--- src/ogpd_pkg.sv ---
// Shared types and constants for the Ogg page packet deframer.
`timescale 1ns / 1ps

package ogpd_pkg;

  localparam int HEADER_BYTES = 27;
  localparam int HDR_IDX_W    = $clog2(HEADER_BYTES);
  localparam logic [HDR_IDX_W-1:0] HDR_IDX_LAST = HDR_IDX_W'(HEADER_BYTES - 1);

  localparam int GRAN_FIRST = 6;
  localparam int GRAN_BYTES = 8;

  localparam logic [7:0] CONT_LACING = 8'd255;

  typedef enum logic [1:0] {
    KIND_DESC    = 2'd0,
    KIND_PAYLOAD = 2'd1,
    KIND_EMPTY   = 2'd2
  } kind_t;

  typedef struct packed {
    kind_t       kind;
    logic [7:0]  payload_byte;
    logic [15:0] packet_length;
    logic        packet_complete;
    logic [63:0] granule_position;
    logic        page_end;
  } result_t;

endpackage

--- src/ogpd_core.sv ---
// Page parser state and per-byte step logic.
`timescale 1ns / 1ps

module ogpd_core (
  input  logic             clk,
  input  logic             rst,
  input  logic             step,
  input  logic [7:0]       data_byte,
  output logic             res_valid,
  output ogpd_pkg::result_t res
);

  typedef enum logic [1:0] {
    PH_HEADER  = 2'd0,
    PH_LACING  = 2'd1,
    PH_PAYLOAD = 2'd2
  } phase_t;

  phase_t                          phase, phase_next;
  logic [ogpd_pkg::HDR_IDX_W-1:0]  hdr_idx, hdr_idx_next;
  logic [7:0]                      seg_total, seg_total_next;
  logic [7:0]                      seg_index, seg_index_next;
  logic [15:0]                     pkt_acc, pkt_acc_next;
  logic [15:0]                     pay_rem, pay_rem_next;
  logic [63:0]                     granule, granule_next;

  logic        seg_last;
  logic [15:0] acc_sum;
  logic [15:0] rem_sum;
  logic [15:0] rem_dec;
  logic [63:0] gran_base;

  assign seg_last = ({1'b0, seg_index} + 9'd1) >= {1'b0, seg_total};
  assign acc_sum  = pkt_acc + {8'd0, data_byte};
  assign rem_sum  = pay_rem + {8'd0, data_byte};
  assign rem_dec  = (pay_rem != 16'd0) ? pay_rem - 16'd1 : pay_rem;

  always_comb begin
    phase_next     = phase;
    hdr_idx_next   = hdr_idx;
    seg_total_next = seg_total;
    seg_index_next = seg_index;
    pkt_acc_next   = pkt_acc;
    pay_rem_next   = pay_rem;
    granule_next   = granule;
    gran_base      = granule;
    res_valid      = 1'b0;
    res            = '0;

    case (phase)
      PH_LACING: begin
        pkt_acc_next   = acc_sum;
        pay_rem_next   = rem_sum;
        seg_index_next = seg_index + 8'd1;
        if (data_byte != ogpd_pkg::CONT_LACING || seg_last) begin
          res_valid           = 1'b1;
          res.kind            = ogpd_pkg::KIND_DESC;
          res.packet_length   = acc_sum;
          res.packet_complete = (data_byte != ogpd_pkg::CONT_LACING);
          res.page_end        = seg_last && (rem_sum == 16'd0);
          pkt_acc_next        = 16'd0;
        end
        if (seg_last) begin
          phase_next = (rem_sum != 16'd0) ? PH_PAYLOAD : PH_HEADER;
        end
      end
      PH_PAYLOAD: begin
        pay_rem_next     = rem_dec;
        res_valid        = 1'b1;
        res.kind         = ogpd_pkg::KIND_PAYLOAD;
        res.payload_byte = data_byte;
        res.page_end     = (rem_dec == 16'd0);
        if (rem_dec == 16'd0) begin
          phase_next = PH_HEADER;
        end
      end
      default: begin
        // Header walk; an unused phase code lands here as well.
        phase_next = PH_HEADER;
        if (hdr_idx == '0) begin
          gran_base = 64'd0;
        end
        granule_next = gran_base;
        for (int k = 0; k < ogpd_pkg::GRAN_BYTES; k++) begin
          if (hdr_idx == ogpd_pkg::HDR_IDX_W'(ogpd_pkg::GRAN_FIRST + k)) begin
            granule_next[8*k +: 8] = gran_base[8*k +: 8] | data_byte;
          end
        end
        if (hdr_idx != ogpd_pkg::HDR_IDX_LAST) begin
          hdr_idx_next = hdr_idx + 1'b1;
        end else begin
          // Segment count byte; a byte never exceeds the segment cap.
          hdr_idx_next   = '0;
          seg_total_next = data_byte;
          seg_index_next = 8'd0;
          pkt_acc_next   = 16'd0;
          pay_rem_next   = 16'd0;
          if (data_byte == 8'd0) begin
            res_valid    = 1'b1;
            res.kind     = ogpd_pkg::KIND_EMPTY;
            res.page_end = 1'b1;
          end else begin
            phase_next = PH_LACING;
          end
        end
      end
    endcase

    res.granule_position = granule_next;
  end

  always_ff @(posedge clk) begin
    if (rst) begin
      phase     <= PH_HEADER;
      hdr_idx   <= '0;
      seg_total <= 8'd0;
      seg_index <= 8'd0;
      pkt_acc   <= 16'd0;
      pay_rem   <= 16'd0;
      granule   <= 64'd0;
    end else if (step) begin
      phase     <= phase_next;
      hdr_idx   <= hdr_idx_next;
      seg_total <= seg_total_next;
      seg_index <= seg_index_next;
      pkt_acc   <= pkt_acc_next;
      pay_rem   <= pay_rem_next;
      granule   <= granule_next;
    end
  end

endmodule

--- src/ogpd_stream.sv ---
// Input register and result register around the page parser.
`timescale 1ns / 1ps

module ogpd_stream (
  input  logic        clk,
  input  logic        rst,
  input  logic        in_req_valid,
  input  logic [7:0]  in_req_byte,
  output logic        in_req_ready,
  output logic        out_req_valid,
  input  logic        out_req_ready,
  output ogpd_pkg::result_t out_req
);

  logic              in_valid;
  logic [7:0]        in_byte;
  logic              core_step;
  logic              res_valid;
  ogpd_pkg::result_t res;
  logic              out_valid;
  ogpd_pkg::result_t out_res;

  assign core_step     = in_valid && (!out_valid || out_req_ready);
  assign in_req_ready  = !in_valid || core_step;
  assign out_req_valid = out_valid;
  assign out_req       = out_res;

  ogpd_core u_core (
    .clk       (clk),
    .rst       (rst),
    .step      (core_step),
    .data_byte (in_byte),
    .res_valid (res_valid),
    .res       (res)
  );

  always_ff @(posedge clk) begin
    if (rst) begin
      in_valid <= 1'b0;
    end else if (in_req_ready) begin
      in_valid <= in_req_valid;
    end
    if (in_req_ready && in_req_valid) begin
      in_byte <= in_req_byte;
    end
  end

  always_ff @(posedge clk) begin
    if (rst) begin
      out_valid <= 1'b0;
    end else if (core_step) begin
      out_valid <= res_valid;
    end else if (out_req_ready) begin
      out_valid <= 1'b0;
    end
    if (core_step && res_valid) begin
      out_res <= res;
    end
  end

  // A held byte must not be lost or altered while the result side stalls.
  a_in_hold: assert property (@(posedge clk) disable iff (rst)
    in_valid && !core_step |=> in_valid && in_byte == $past(in_byte))
    else $error("held input byte lost");

  // A result waiting on the output must not be overwritten.
  a_out_hold: assert property (@(posedge clk) disable iff (rst)
    out_valid && !out_req_ready |=> out_valid && out_res == $past(out_res))
    else $error("pending result overwritten");

endmodule

--- src/ogg_page_packet_deframer_unit.sv ---
// Top level of the Ogg page packet deframer.
`timescale 1ns / 1ps
//
// Channel  Dir  Handshake          Contents
// s_*      in   s_tvalid/s_tready  tdata[7:0] data_byte
// m_*      out  m_tvalid/m_tready  tuser kind, tlast page_end, tdata descriptor/payload
//
// One byte per cycle sustained while m_tready is not held low; a request is
// taken into the input register, stepped by the parser into the result
// register and then shown on the master side. The parser step that updates
// the page state is combinational between the input and result registers.
// Reset (rst, synchronous) clears both register valids and the parser state;
// no stores need a clearing pass. A stall on m_tready holds the pending
// result, and the input register can take one more byte if empty, then holds it.

module ogg_page_packet_deframer_unit (
  input  logic        clk,
  input  logic        rst,
  input  logic        s_tvalid,
  output logic        s_tready,
  input  logic [7:0]  s_tdata,   // [7:0] data_byte
  output logic        m_tvalid,
  input  logic        m_tready,
  output logic [95:0] m_tdata,   // [7:0] payload_byte, [23:8] packet_length,
                                 // [24] packet_complete, [88:25] granule_position,
                                 // [95:89] zero
  output logic [1:0]  m_tuser,   // [1:0] kind
  output logic        m_tlast    // page_end
);

  ogpd_pkg::result_t out_req;

  // Hold each byte in the input register, step the parser, register the result.
  ogpd_stream u_stream (
    .clk           (clk),
    .rst           (rst),
    .in_req_valid  (s_tvalid),
    .in_req_byte   (s_tdata),
    .in_req_ready  (s_tready),
    .out_req_valid (m_tvalid),
    .out_req_ready (m_tready),
    .out_req       (out_req)
  );

  // Pack the result fields, lowest first, zero fill to whole bytes.
  assign m_tdata = {7'd0, out_req.granule_position, out_req.packet_complete,
                    out_req.packet_length, out_req.payload_byte};
  assign m_tuser = out_req.kind;
  assign m_tlast = out_req.page_end;

  // An empty page marker always closes its page.
  a_empty_ends: assert property (@(posedge clk) disable iff (rst)
    m_tvalid && m_tuser == ogpd_pkg::KIND_EMPTY |-> m_tlast)
    else $error("empty page marker without page end");

  // Payload requests carry no packet length or complete flag.
  a_payload_clean: assert property (@(posedge clk) disable iff (rst)
    m_tvalid && m_tuser == ogpd_pkg::KIND_PAYLOAD |-> m_tdata[24:8] == 17'd0)
    else $error("payload request with descriptor fields set");

endmodule
--- config.mk ---
export PLATFORM = sky130hd
export DESIGN_NAME = ogg_page_packet_deframer_unit
export DESIGN_NICKNAME = d
export VERILOG_FILES = /design/src/ogpd_pkg.sv /design/src/ogpd_core.sv /design/src/ogpd_stream.sv /design/src/ogg_page_packet_deframer_unit.sv
export SDC_FILE = /design/constraint.sdc
export NUM_CORES = 1
export LEC_CHECK = 0
export BUFFER_PORTS_ARGS = -buffer_cell sky130_fd_sc_hd__buf_2
export CORE_MARGIN = 2
export CORE_UTILIZATION = 50
export CTS_CLUSTER_SIZE = 14
export DETAILED_ROUTE_END_ITERATION = 16
export GPL_ROUTABILITY_DRIVEN = 0
export GPL_TIMING_DRIVEN = 0
export HOLD_SLACK_MARGIN = 0.12
export PLACE_DENSITY_LB_ADDON = 0.3
export SYNTH_ARGS = -nofsm -noshare
export SYNTH_HDL_FRONTEND = slang
export SYNTH_SLANG_ARGS = --single-unit
--- constraint.sdc ---
create_clock -name clk -period 13.61 [get_ports clk]
set_clock_uncertainty 0.1 [all_clocks]
set_input_delay 2.722 -clock clk [delete_from_list [all_inputs] [get_ports clk]]
set_output_delay 2.722 -clock clk [all_outputs]
set_load 0.05 [all_outputs]
---- After elaboration in Yosys (flattened, before gate mapping) ----
Cells that the tools add are included.
storage, ports and cells
  flip-flop bits (word level) ............. 221
  input port bits ......................... 12
  output and inout port bits .............. 101
  word-level logic and storage cells ...... 109
operators by class
  add/sub/neg operators ................... 6
  magnitude comparators ................... 1
  equal/unequal tests ..................... 16
  multiplexer cells ....................... 36
  bitwise operators ....................... 11
  reductions and logical operators ........ 23
operator list
  operator                                                              number
  64-bit 2-to-1 mux                                                     3
  8-bit 2-to-1 mux                                                      9
  8-bit bitwise OR                                                      8
  16-bit one-hot mux with 2 select lines                                2
  16-bit 2-to-1 mux                                                     3
  16-bit by 8-bit adder with 16-bit output                              2
  16-bit zero test                                                      2
  16-bit nonzero test                                                   2
  5-bit by 4-bit == test with 1-bit output, second input constant       6
  8-bit one-hot mux with 2 select lines                                 1
  16-bit by 1-bit subtractor with 16-bit output, second input constant  1
  5-bit by 3-bit == test with 1-bit output, second input constant       2
  2-bit 2-to-1 mux                                                      5
  8-bit by 1-bit adder with 9-bit output, second input constant         1
  9-bit by 8-bit >= comparator with 1-bit output                        1
  3-bit AND reduction                                                   3
  8-bit by 1-bit adder with 8-bit output, second input constant         1
  8-bit zero test                                                       1
  1-bit 2-to-1 mux                                                      8
  8-bit != test, second input constant                                  1
  2-bit one-hot mux with 2 select lines                                 2
  2-bit AND reduction                                                   3
  5-bit by 1-bit adder with 5-bit output, second input constant         1
  5-bit zero test                                                       1
  other kinds (14)                                                      24

---- Depth between registers and ports, before layout ----
Gate-level depths: netlist of run 1.
  depth after elaboration ................. 6
  depth in mapped cells ................... 13

---- Cells and area by module ----
A second synthesis of run 1 with hierarchy kept.
second synthesis, totals
  cells, all modules ...................... 1123
  area, all modules ....................... 10834.1 um^2
modules (own cells, without submodules)
  module                         instances  cells an instance  area an instance (um^2)  seq. area each (um^2)
  ogpd_core                      1          1004               7672.4                   2382.3
  ogpd_stream                    1          111                3105.5                   3042.9
  ogg_page_packet_deframer_unit  1          8                  56.3                     0.0

---- Least setup slack after synthesis of run 1 ----
OpenSTA, ideal clock, no wires.
  path kind ............................... input -> register
  start ................................... input port m_tready
  end ..................................... register u_stream.out_res (netlist bit u_stream.out_req[0]) (enable)
  setup time .............................. 0.573 ns
  arrival time ............................ 7.875 ns
  required time ........................... 12.937 ns
  slack ................................... 5.063 ns
  stages .................................. 5
  path buffers ............................ 2
  path through ............................ nand2b_1 nand2_1 clkbuf_1 clkbuf_1 a21oi_1
on the way
  word-level cells in the longest chain between the ends .. 3
RTL lines
  element                 RTL line                             text
  start: declaration      ogg_page_packet_deframer_unit.sv:23  input logic m_tready,
  1-bit logical OR        ogpd_stream.sv:23                    assign core_step = in_valid && (!out_valid || out_req_ready);
  1-bit logical AND       ogpd_stream.sv:23
  1-bit logical AND       ogpd_stream.sv:56                    if (core_step && res_valid) begin
  end signal: assignment  ogpd_stream.sv:57                    out_res <= res;
  end: declaration        ogpd_stream.sv:21                    ogpd_pkg::result_t out_res;
Every way passes these cells.
A chain may end at the register's enable or synchronous reset.

---- Final worst setup path of run 1 ----
  start ................................... input port m_tready
  end ..................................... output port s_tready
on the way
  word-level cells in the longest chain between the ends .. 3
RTL lines
  element            RTL line                             text
  1-bit logical OR   ogpd_stream.sv:23
  1-bit logical AND  ogpd_stream.sv:23
  1-bit logical OR   ogpd_stream.sv:24                    assign in_req_ready = !in_valid || core_step;
  end: declaration   ogg_page_packet_deframer_unit.sv:20  output logic s_tready,
Every way passes these cells.

==> results of run 1 <==
==> worst min-delay path, stage by stage, from the launching register on <==
cell,delay [ps]
dfxtp_1,310
nand2_1,50
a21oi_1,50
==> flip-flops by register name, summed over array words and instances, names as in the netlist <==
register	cells
u_stream.u_core.phase	2
u_stream.u_core.seg_index	8
u_stream.u_core.pay_rem	16
u_stream.in_byte	8
u_stream.u_core.granule	64
u_stream.u_core.pkt_acc	16
u_stream.in_valid	1
u_stream.u_core.seg_total	8
u_stream.u_core.hdr_idx	5
u_stream.out_req	92
u_stream.out_req_valid	1
==> power by group through the flow <==
stage / combinational [mW] / sequential (mW) / clock (mW)
global placement: 0.0724 / 0.728 / 0
global route: 0.0848 / 0.716 / 0.679
detailed placement: 0.0747 / 0.728 / 0
floorplan: 0.0530 / 0.723 / 0
CTS: 0.0758 / 0.714 / 0.653
finish: 0.0764 / 0.715 / 0.645
==> kinds of logic after synthesis <==
logic type               share of synthesized area [%]
AND/OR/NAND/NOR                                   23.3
other                                           0.0354
AO/OA/AOI/OAI                                     14.3
buffers and inverters                             3.81
XOR/XNOR                                          2.81
flip-flops                                        51.2
adder cells (fa/ha/maj)                           4.27
multiplexers                                     0.307
==> layout by cell type, fill, tap and decap left out, types with 5 or more instances in the layout <==
cell type and count:
o211ai_1 8, xnor2_1 13, buf_4 8, nor3_1 84, buf_1 10, a21o_1 15, or3_1 6, and2_1 14
ha_1 33, a311oi_1 5, or4_1 8, inv_1 23, nor2_1 188, dfxtp_1 121, conb_1 7, nand3_1 26
and3_1 13, xor2_1 21, o31a_1 7, nand2_1 156, a22oi_1 12, a31oi_1 5, nand4_1 16, or2_2 7
o21ai_0 93, edfxtp_1 100, buf_2 107, a21oi_1 56, clkbuf_1 60, nor2b_1 5, clkbuf_16 25, o21bai_1 5
==> path summary, 6_finish.rpt <==
| path | end | slack (ps) | cells after the start |
|---|---|---|---|
| setup / recovery | s_tready | 7420 | 4 |
| hold / removal | u_stream.u_core.seg_total[4] | 350 | 2 |
| setup reg to reg | u_stream.out_req[15] | 9100 | 15 |
| hold reg to reg | u_stream.u_core.seg_total[4] | 350 | 2 |
==> metrics by stage <==
step / worst slack (ps) / area, µm²
global placement: 2740 / 11500
floorplan: 5060 / 10600
global route: 7370 / 12300
CTS: 7420 / 12300
detailed placement: 7430 / 11600
finish: 7420 / 12300
==> final cells by class <==
cell class | instances | area share (%)
plain buffers | 73 | 2.54
clock buffers | 35 | 5.53
clock inverters | 9 | 0.790
inverters | 24 | 0.729
multi-input cells | 870 | 38.9
flip-flops and latches | 221 | 43.9
well taps | 275 | 2.79
repair buffers | 108 | 4.74
==> cell usage after synthesis, types with 3 or more instances <==
cell type | number | area share (%)
a21o_1 | 15 | 1.1
a21oi_1 | 57 | 2.7
a22oi_1 | 12 | 0.85
a311oi_1 | 5 | 0.41
a31oi_1 | 5 | 0.29
and2_1 | 14 | 0.83
and3_1 | 13 | 0.77
buf_1 | 10 | 0.35
buf_4 | 8 | 0.57
clkbuf_1 | 52 | 1.8
dfxtp_1 | 121 | 23
edfxtp_1 | 100 | 28
ha_1 | 33 | 3.9
inv_1 | 23 | 0.81
nand2_1 | 156 | 5.5
nand2b_1 | 4 | 0.24
nand3_1 | 26 | 1.2
nand4_1 | 16 | 0.94
nand4b_1 | 3 | 0.25
nor2_1 | 188 | 6.7
nor2b_1 | 5 | 0.29
nor3_1 | 84 | 4.0
nor3b_1 | 3 | 0.21
nor4_1 | 3 | 0.18
o211ai_1 | 8 | 0.57
o21a_1 | 4 | 0.28
o21ai_0 | 93 | 4.4
o21bai_1 | 5 | 0.35
o2bb2ai_1 | 3 | 0.25
o31a_1 | 7 | 0.58
o31ai_1 | 3 | 0.21
or2_2 | 7 | 0.41
or3_1 | 6 | 0.35
or4_1 | 8 | 0.57
xnor2_1 | 13 | 1.1
xor2_1 | 21 | 1.7
==> layer usage <==
| metal | global-route usage (%) | share of wire (%) | vias up |
|---|---|---|---|
| met1 | 34.4 | 43 | 4452 |
| met4 | 7.62 | 2.6 | 0 |
| met2 | 40.8 | 47 | 371 |
| li1 | - | - | 4465 |
| met3 | 3.41 | 7.3 | 61 |
| met5 | 0 | 0 | - |
==> run_results.csv, run 1 <==
group,metric,value,unit
global_route,antenna_found_initial,0,
outcome,status,"completed",
place,portBuffers,105,
die,ios,113,
clock_network,cts_setup_buffers,0,
pwr,leakage,4.95,nW
synthesis,postSynthAreaPerCell,8.97,µm²
worst_setup_path,critical_path.max_fanout,3,
worst_setup_path,critPathSlowestCell,"buf_2",
global_route,grt_max_degree,33,
synthesis,async_reset_ff_share,0,%
die,core,20900,µm²
synthesis,ys_ff_latch,221,
cells_and_area,fin_cells,1615,
worst_setup_path,critPathLaunch,"m_tready",
pwr,switching_share,22.7,%
clock_network,clock_path_buffers,3,
pwr,clockPowerShare,44.9,%
drt,postRouteAntennaNets,0,
timing,period_minus_slack,6190,ps
clock_network,cts-root-buf,"clkbuf_16",
drt,num_vias,9349,
cells_and_area,nets,1369,
synthesis,synth.distinct_cells,71,
worst_setup_path,worstSetupPathType,"in -> out",
die,die_w,150,µm
worst_setup_path,cp.required,10790,ps
synthesis,synth_seq_area_share,51.2,%
pwr,peakVddDrop,0.000114,V
pwr,combinationalPowerShare,5.3,%
timing,hold_ws,354,ps
timing,finalCritPeriodShare,45.5,%
run,maxCapViolCount,0,
pwr,power.net_switching,0.326,mW
clock_network,clock_sinks,221,
place,dp_hpwl,19.2,mm
synthesis,synth_edf_count,100,
drt,vias_per_cell,5.79,
cells_and_area,seq_area,5430,µm²
die,die_h,150,µm
clock_network,cts-buffers-inserted,24,
worst_setup_path,cpMostUsedCell,"buf_2",
drt,wirelength,28.1,mm
pwr,power,1.44,mW
worst_setup_path,crit_path_cell_trace,"buf_2 -> nor2b_1 -> nand2_1 -> buf_2",
timing,hold_viol,0,
cells_and_area,multi_input_area,4810,µm²
synthesis,syn-cell-area,10600,µm²
timing,setup_viol,0,
worst_hold_path,min-delay-start,"u_stream.u_core.seg_total[4]",
clock_network,cts_tree,"yes",
cells_and_area,final_layout_size_suffix_gt1_share,12.6,%
synthesis,yosysWarnings,0,
die,die_area,22400,µm²
worst_setup_path,cp_top_family,"buffers and inverters",
timing,timing.fmax,161,MHz
cells_and_area,post-route-util,59.1,%
cells_and_area,antenna_cells,0,
pwr,powerDensity,116,nW/µm²
worst_setup_path,worstPathArrival,3370,ps
timing,setup_tns,0,ps
timing,rsz0062_at_grt,"no",
worst_setup_path,critPathLaunchType,"input pin",
cells_and_area,area_delta_synth_final,16.4,%
cells_and_area,num-fill-cells,1806,
synthesis,syn_inst,1182,
global_route,grt-ovfl-total,0,
die,row_count,53,
pwr,internal_power,1.11,mW
clock_network,ctsResizeCount,0,
worst_setup_path,cp_num_buf_inv,2,
worst_hold_path,hold_path.class,"reg -> reg",
global_route,grt_pass1_wl,44.6,mm
worst_setup_path,critPathCaptureType,"output pin",
clock_network,h-tree-depth,1,
drt,wire_per_inst,17.4,µm
synthesis,synth-main-ff-cell,"dfxtp_1",
pwr,seqPwrFrac,49.8,%
timing,tightest_slew,1050,ps
timing,relSlewSlack,29.7,%
drt,first_pass_iters,7,
worst_setup_path,critical_path.max_stage_delay,230,ps
global_route,grt.total_usage,24.9,%
clock_network,clk_pin_slew_worst_paths,60,ps
worst_setup_path,rr_startpoint,"u_stream.u_core.seg_index[0]",
drt,drt_drc_violations_left,0,
timing,drv_slew,0,
clock_network,clock_latency,520,ps
die,initial_utilization,50.8,%
drt,drt_iter0_drc,827,
global_route,grt_pass1_vias,8863,
clock_network,hold_buffers,0,
place,dp.cells,1571,
No activity file was read; power rests on OpenSTA's default activity.
==> run 2: changes to the inputs <==
clock period = 5.2 ns   (was 13.61 ns; I/O delays follow)
==> run 2 against run 1 <==
Net effect: clock-buffer cell count is 7 lower; sequential power grew to 2.6 times the previous value; routed wire length is 0.81% lower; flip-flop and latch count stayed put; total power grew to 2.6 times the previous value; largest cell class unchanged.
==> run_results.csv, run 2 (same netlist as run 1, synthesis figures left out) <==
group,metric,value,unit
worst_setup_path,critical_path.max_fanout,32,
global_route,grt-ovfl-total,0,
die,die_h,150,µm
clock_network,cts_setup_buffers,0,
global_route,antenna_found_initial,0,
timing,tightest_slew,1020,ps
cells_and_area,area_delta_synth_final,16.7,%
timing,timing.fmax,218,MHz
worst_setup_path,cp_num_cells,15,
clock_network,cts-root-buf,"clkbuf_16",
pwr,switching_share,23.0,%
cells_and_area,layout_common_cells,"nor2_1, nand2_1, dfxtp_1",
clock_network,clock_latency,530,ps
die,row_count,53,
clock_network,clk_pin_slew_worst_paths,60,ps
drt,wire_per_inst,17.2,µm
worst_setup_path,worstSetupPathType,"reg -> reg",
die,die_w,150,µm
pwr,power.net_switching,0.873,mW
worst_setup_path,rrSetupSlack,610,ps
clock_network,ctsResizeCount,0,
pwr,clockPowerShare,45.4,%
clock_network,clock_sinks,221,
worst_hold_path,min-delay-start,"u_stream.u_core.seg_total[5]",
worst_setup_path,cp_top_family,"compound AO/OA/AOI/OAI gates",
place,portBuffers,105,
cells_and_area,fin_cells,1615,
die,core,20900,µm²
place,dp_hpwl,19.4,mm
timing,drv_slew,0,
timing,hold_ws,356,ps
worst_setup_path,critPathLaunchType,"flip-flop",
cells_and_area,final_common_cell,"nor2_1",
drt,num_vias,9205,
cells_and_area,final_layout_size_suffix_gt1_share,13.0,%
cells_and_area,final_area,12400,µm²
timing,setup_viol,0,
timing,rsz0062_at_grt,"no",
die,initial_utilization,50.8,%
pwr,internal_power,2.92,mW
pwr,leakage,4.97,nW
drt,drt_iter0_drc,829,
clock_network,hold_buffers,0,
place,dp.cells,1571,
run,maxCapViolCount,0,
clock_network,clock_path_buffers,3,
worst_setup_path,crit_path_cell_trace,"ha_1 -> and3_1 -> nand3_1 -> xnor2_1 -> ha_1 -> and3_1 -> a221oi_1 -> o21ai_0 -> a211o_1 -> clkbuf_1 -> nand2_1 -> a21o_1 -> a21oi_4 -> buf_16 -> buf_12",
drt,drt_drc_violations_left,0,
drt,first_pass_iters,7,
global_route,grt_pass1_wl,43.9,mm
global_route,grt.total_usage,24.6,%
worst_setup_path,critical_path.max_stage_delay,550,ps
worst_setup_path,critPathCaptureType,"flip-flop",
timing,relSlewSlack,31.5,%
worst_setup_path,r2r_cells,15,
cells_and_area,largest_register_ffs,92,
drt,wirelength,27.8,mm
worst_setup_path,cp_num_buf_inv,3,
cells_and_area,seq_area,5430,µm²
cells_and_area,nets,1369,
pwr,combinationalPowerShare,5.3,%
global_route,grt_pass1_vias,8542,
worst_setup_path,rr_startpoint,"u_stream.u_core.seg_index[0]",
global_route,grt_max_degree,33,
clock_network,cts_tree,"yes",
timing,period_minus_slack,4590,ps
timing,hold_viol,0,
timing,setup_tns,0,ps
worst_setup_path,cp.required,5310,ps
cells_and_area,num-fill-cells,1824,
worst_hold_path,whs_path_depth,2,
die,ios,113,
timing,finalCritPeriodShare,88.2,%
drt,vias_per_cell,5.70,
cells_and_area,antenna_cells,0,
pwr,powerDensity,306,nW/µm²
clock_network,h-tree-depth,1,
pwr,seqPwrFrac,49.3,%
pwr,peakVddDrop,0.000298,V
cells_and_area,multi_input_area,4810,µm²
die,die_area,22400,µm²
place,placed_cell_area,11600,µm²
worst_setup_path,critPathSlowestCell,"a21oi_4",
worst_hold_path,hold_path.class,"reg -> reg",
clock_network,cts-buffers-inserted,24,
drt,postRouteAntennaNets,0,
outcome,status,"completed",
worst_setup_path,critPathLaunch,"u_stream.u_core.seg_index[0]",
worst_setup_path,worstPathArrival,4700,ps
==> run 2: power groups by stage <==
stage / registers [mW] / logic [mW] / clock network (mW)
final: 1.87 / 0.201 / 1.72
after global routing: 1.87 / 0.222 / 1.82
after CTS: 1.87 / 0.197 / 1.75
after detailed placement: 1.91 / 0.196 / 0
after global placement: 1.90 / 0.190 / 0
after floorplan: 1.89 / 0.139 / 0
==> run 2: layout make-up <==
type,count,share of cell area (%)
Buffer,73,2.54
Clock buffer,28,5.13
Clock inverter,16,1.34
Inverter,24,0.728
Multi-Input combinational cell,870,38.9
Sequential cell,221,43.8
Tap cell,275,2.78
Timing Repair Buffer,108,4.79
==> run 2: tightest hold or removal path, stage by stage, from the launching register on <==
cell and delay, ps:
dfxtp_1 310, nand2_1 50, a21oi_1 50
==> run 2: stage by stage <==
step,util (%),worst slack (ps),power (mW)
after global routing,59.3,291,3.92
after CTS,59.3,625,3.82
after floorplan,-,628,2.03
after detailed placement,55.4,644,2.10
final,59.3,611,3.79
after global placement,55.1,-599,2.10
==> run 2: final timing paths <==
kind | to
max | u_stream.out_req[76]
min | u_stream.u_core.seg_total[5]
max reg2reg | u_stream.out_req[76]
min reg2reg | u_stream.u_core.seg_total[5]
==> run 2: layer usage <==
metal	track usage, %	wire length, µm
met1	33.8	12100
met2	39.0	12800
met3	5.43	2270
met4	7.52	651
met5	0	0
==> run 3: changes to the inputs <==
--- a/config.mk
+++ b/config.mk
@@ -15,4 +15,5 @@
 export HOLD_SLACK_MARGIN = 0.12
 export PLACE_DENSITY_LB_ADDON = 0.3
+export RECOVER_POWER = 25
 export SYNTH_ARGS = -nofsm -noshare
 export SYNTH_HDL_FRONTEND = slang
==> constraint.sdc (replaced) <==
create_clock -name clk -period 5.2 [get_ports clk]
set_clock_uncertainty 0.1 [all_clocks]
set_input_delay 1.04 -clock clk [delete_from_list [all_inputs] [get_ports clk]]
set_output_delay 1.04 -clock clk [all_outputs]
set_load 0.02 [all_outputs]
==> run 3 against run 2 <==
Net effect: routed wire length grew 0.50%; total power about the same; global-route usage unchanged; combinational power down 3%; clock-buffer cell count stayed put; register-to-register slack barely moved; worst setup slack got worse by 1.2 ps; final area is 0.78% lower; largest power group unchanged.
==> run_results.csv, run 3 (same netlist as run 1, synthesis figures left out) <==
group,metric,value,unit
drt,postRouteAntennaNets,0,
die,row_count,53,
drt,num_vias,9214,
clock_network,clock_path_buffers,3,
die,die_h,150,µm
worst_setup_path,critPathCaptureType,"flip-flop",
clock_network,clk_pin_slew_worst_paths,60,ps
timing,tightest_slew,959,ps
cells_and_area,largest_register_ffs,92,
worst_setup_path,cp.required,5310,ps
global_route,grt.total_usage,24.6,%
cells_and_area,final_area,12300,µm²
clock_network,cts-root-buf,"clkbuf_16",
timing,drv_slew,0,
global_route,grt-ovfl-total,0,
worst_hold_path,hold_path.class,"reg -> reg",
clock_network,cts_tree,"yes",
timing,period_minus_slack,4590,ps
clock_network,cts-buffers-inserted,24,
pwr,peakVddDrop,0.000295,V
timing,rsz0062_at_grt,"no",
pwr,leakage,4.65,nW
timing,setup_tns,0,ps
clock_network,h-tree-depth,1,
timing,setup_viol,0,
run,maxCapViolCount,0,
worst_setup_path,critical_path.max_fanout,32,
global_route,antenna_found_initial,0,
worst_setup_path,critPathLaunchType,"flip-flop",
place,portBuffers,105,
worst_setup_path,critical_path.max_stage_delay,550,ps
clock_network,hold_buffers,0,
cells_and_area,fin_cells,1615,
outcome,status,"completed",
clock_network,cts_setup_buffers,0,
place,dp.cells,1571,
drt,wirelength,28.0,mm
place,dp_hpwl,19.4,mm
die,die_area,22400,µm²
die,core,20900,µm²
place,placed_cell_area,11600,µm²
cells_and_area,final_layout_size_suffix_gt1_share,7.24,%
global_route,grt_pass1_wl,43.9,mm
timing,hold_viol,0,
clock_network,clock_latency,530,ps
cells_and_area,layout_common_cells,"nor2_1, nand2_1, clkbuf_1",
timing,relSlewSlack,35.6,%
timing,timing.fmax,218,MHz
timing,finalCritPeriodShare,88.3,%
cells_and_area,antenna_cells,0,
pwr,powerDensity,309,nW/µm²
cells_and_area,final_common_cell,"nor2_1",
cells_and_area,nets,1369,
drt,drt_iter0_drc,806,
worst_setup_path,crit_path_cell_trace,"ha_1 -> and3_1 -> nand3_1 -> xnor2_1 -> ha_1 -> and3_1 -> a221oi_1 -> o21ai_0 -> a211o_1 -> clkbuf_1 -> nand2_1 -> a21o_1 -> a21oi_4 -> buf_16 -> buf_12",
worst_setup_path,worstPathArrival,4700,ps
drt,first_pass_iters,6,
worst_setup_path,critPathSlowestCell,"a21oi_4",
drt,vias_per_cell,5.71,
die,initial_utilization,50.8,%
die,die_w,150,µm
global_route,grt_max_degree,33,
clock_network,ctsResizeCount,0,
cells_and_area,area_delta_synth_final,15.8,%
global_route,grt_pass1_vias,8542,
drt,wire_per_inst,17.3,µm
drt,drt_drc_violations_left,0,
die,ios,113,
timing,hold_ws,357,ps
worst_setup_path,worstSetupPathType,"reg -> reg",
clock_network,clock_sinks,221,
-- run 3: worst paths after layout --
check,end,startpoint,cells after the start,slack [ps]
worst min register to register,u_stream.u_core.seg_total[5],u_stream.u_core.seg_total[5],2,360
worst max register to register,u_stream.out_req[76],u_stream.u_core.seg_index[0],15,610
worst max-delay path,u_stream.out_req[76],u_stream.u_core.seg_index[0],15,610
worst min-delay path,u_stream.u_core.seg_total[5],u_stream.u_core.seg_total[5],2,360
-- run 3: worst max-delay path: cells and delay by family, from the launching register on --
kind | cells | cell delay, ps
and+or+nand+nor | 4 | 930
DFF | 1 | 390
buffers and inverters | 3 | 850
xor gates and xnor gates | 1 | 170
AOI/OAI and AO/OA | 5 | 1290
adders and majority gates | 2 | 530
-- run 3: metal layers --
| layer | global-route usage [%] | wire, µm |
|---|---|---|
| met5 | 0 | 0 |
| met4 | 7.52 | 543 |
| met3 | 5.43 | 2610 |
| met2 | 39.0 | 12900 |
| met1 | 33.8 | 11900 |
-- run 3: stage by stage --
stage,total power [mW],setup slack [ps],utilization [%]
global placement,2.09,-599,55.1
global route,3.91,291,58.8
detailed placement,2.10,644,55.4
floorplan,2.02,628,-
finish,3.79,610,58.8
CTS,3.81,625,59.3
-- run 3: power breakdown --
group / switching, mW / internal, mW / total [mW]
registers: 0.0328 / 1.84 / 1.87
logic: 0.138 / 0.0563 / 0.194
clock network: 0.701 / 1.02 / 1.73
-- run 3: cell type report --
type,count,area (µm²)
Clock buffer,28,636
Inverter,24,90.1
Tap cell,275,344
Multi-Input combinational cell,870,4810
Timing Repair Buffer,108,497
Clock inverter,16,166
Sequential cell,221,5430
Buffer,73,314
Fill cell,1863,8610
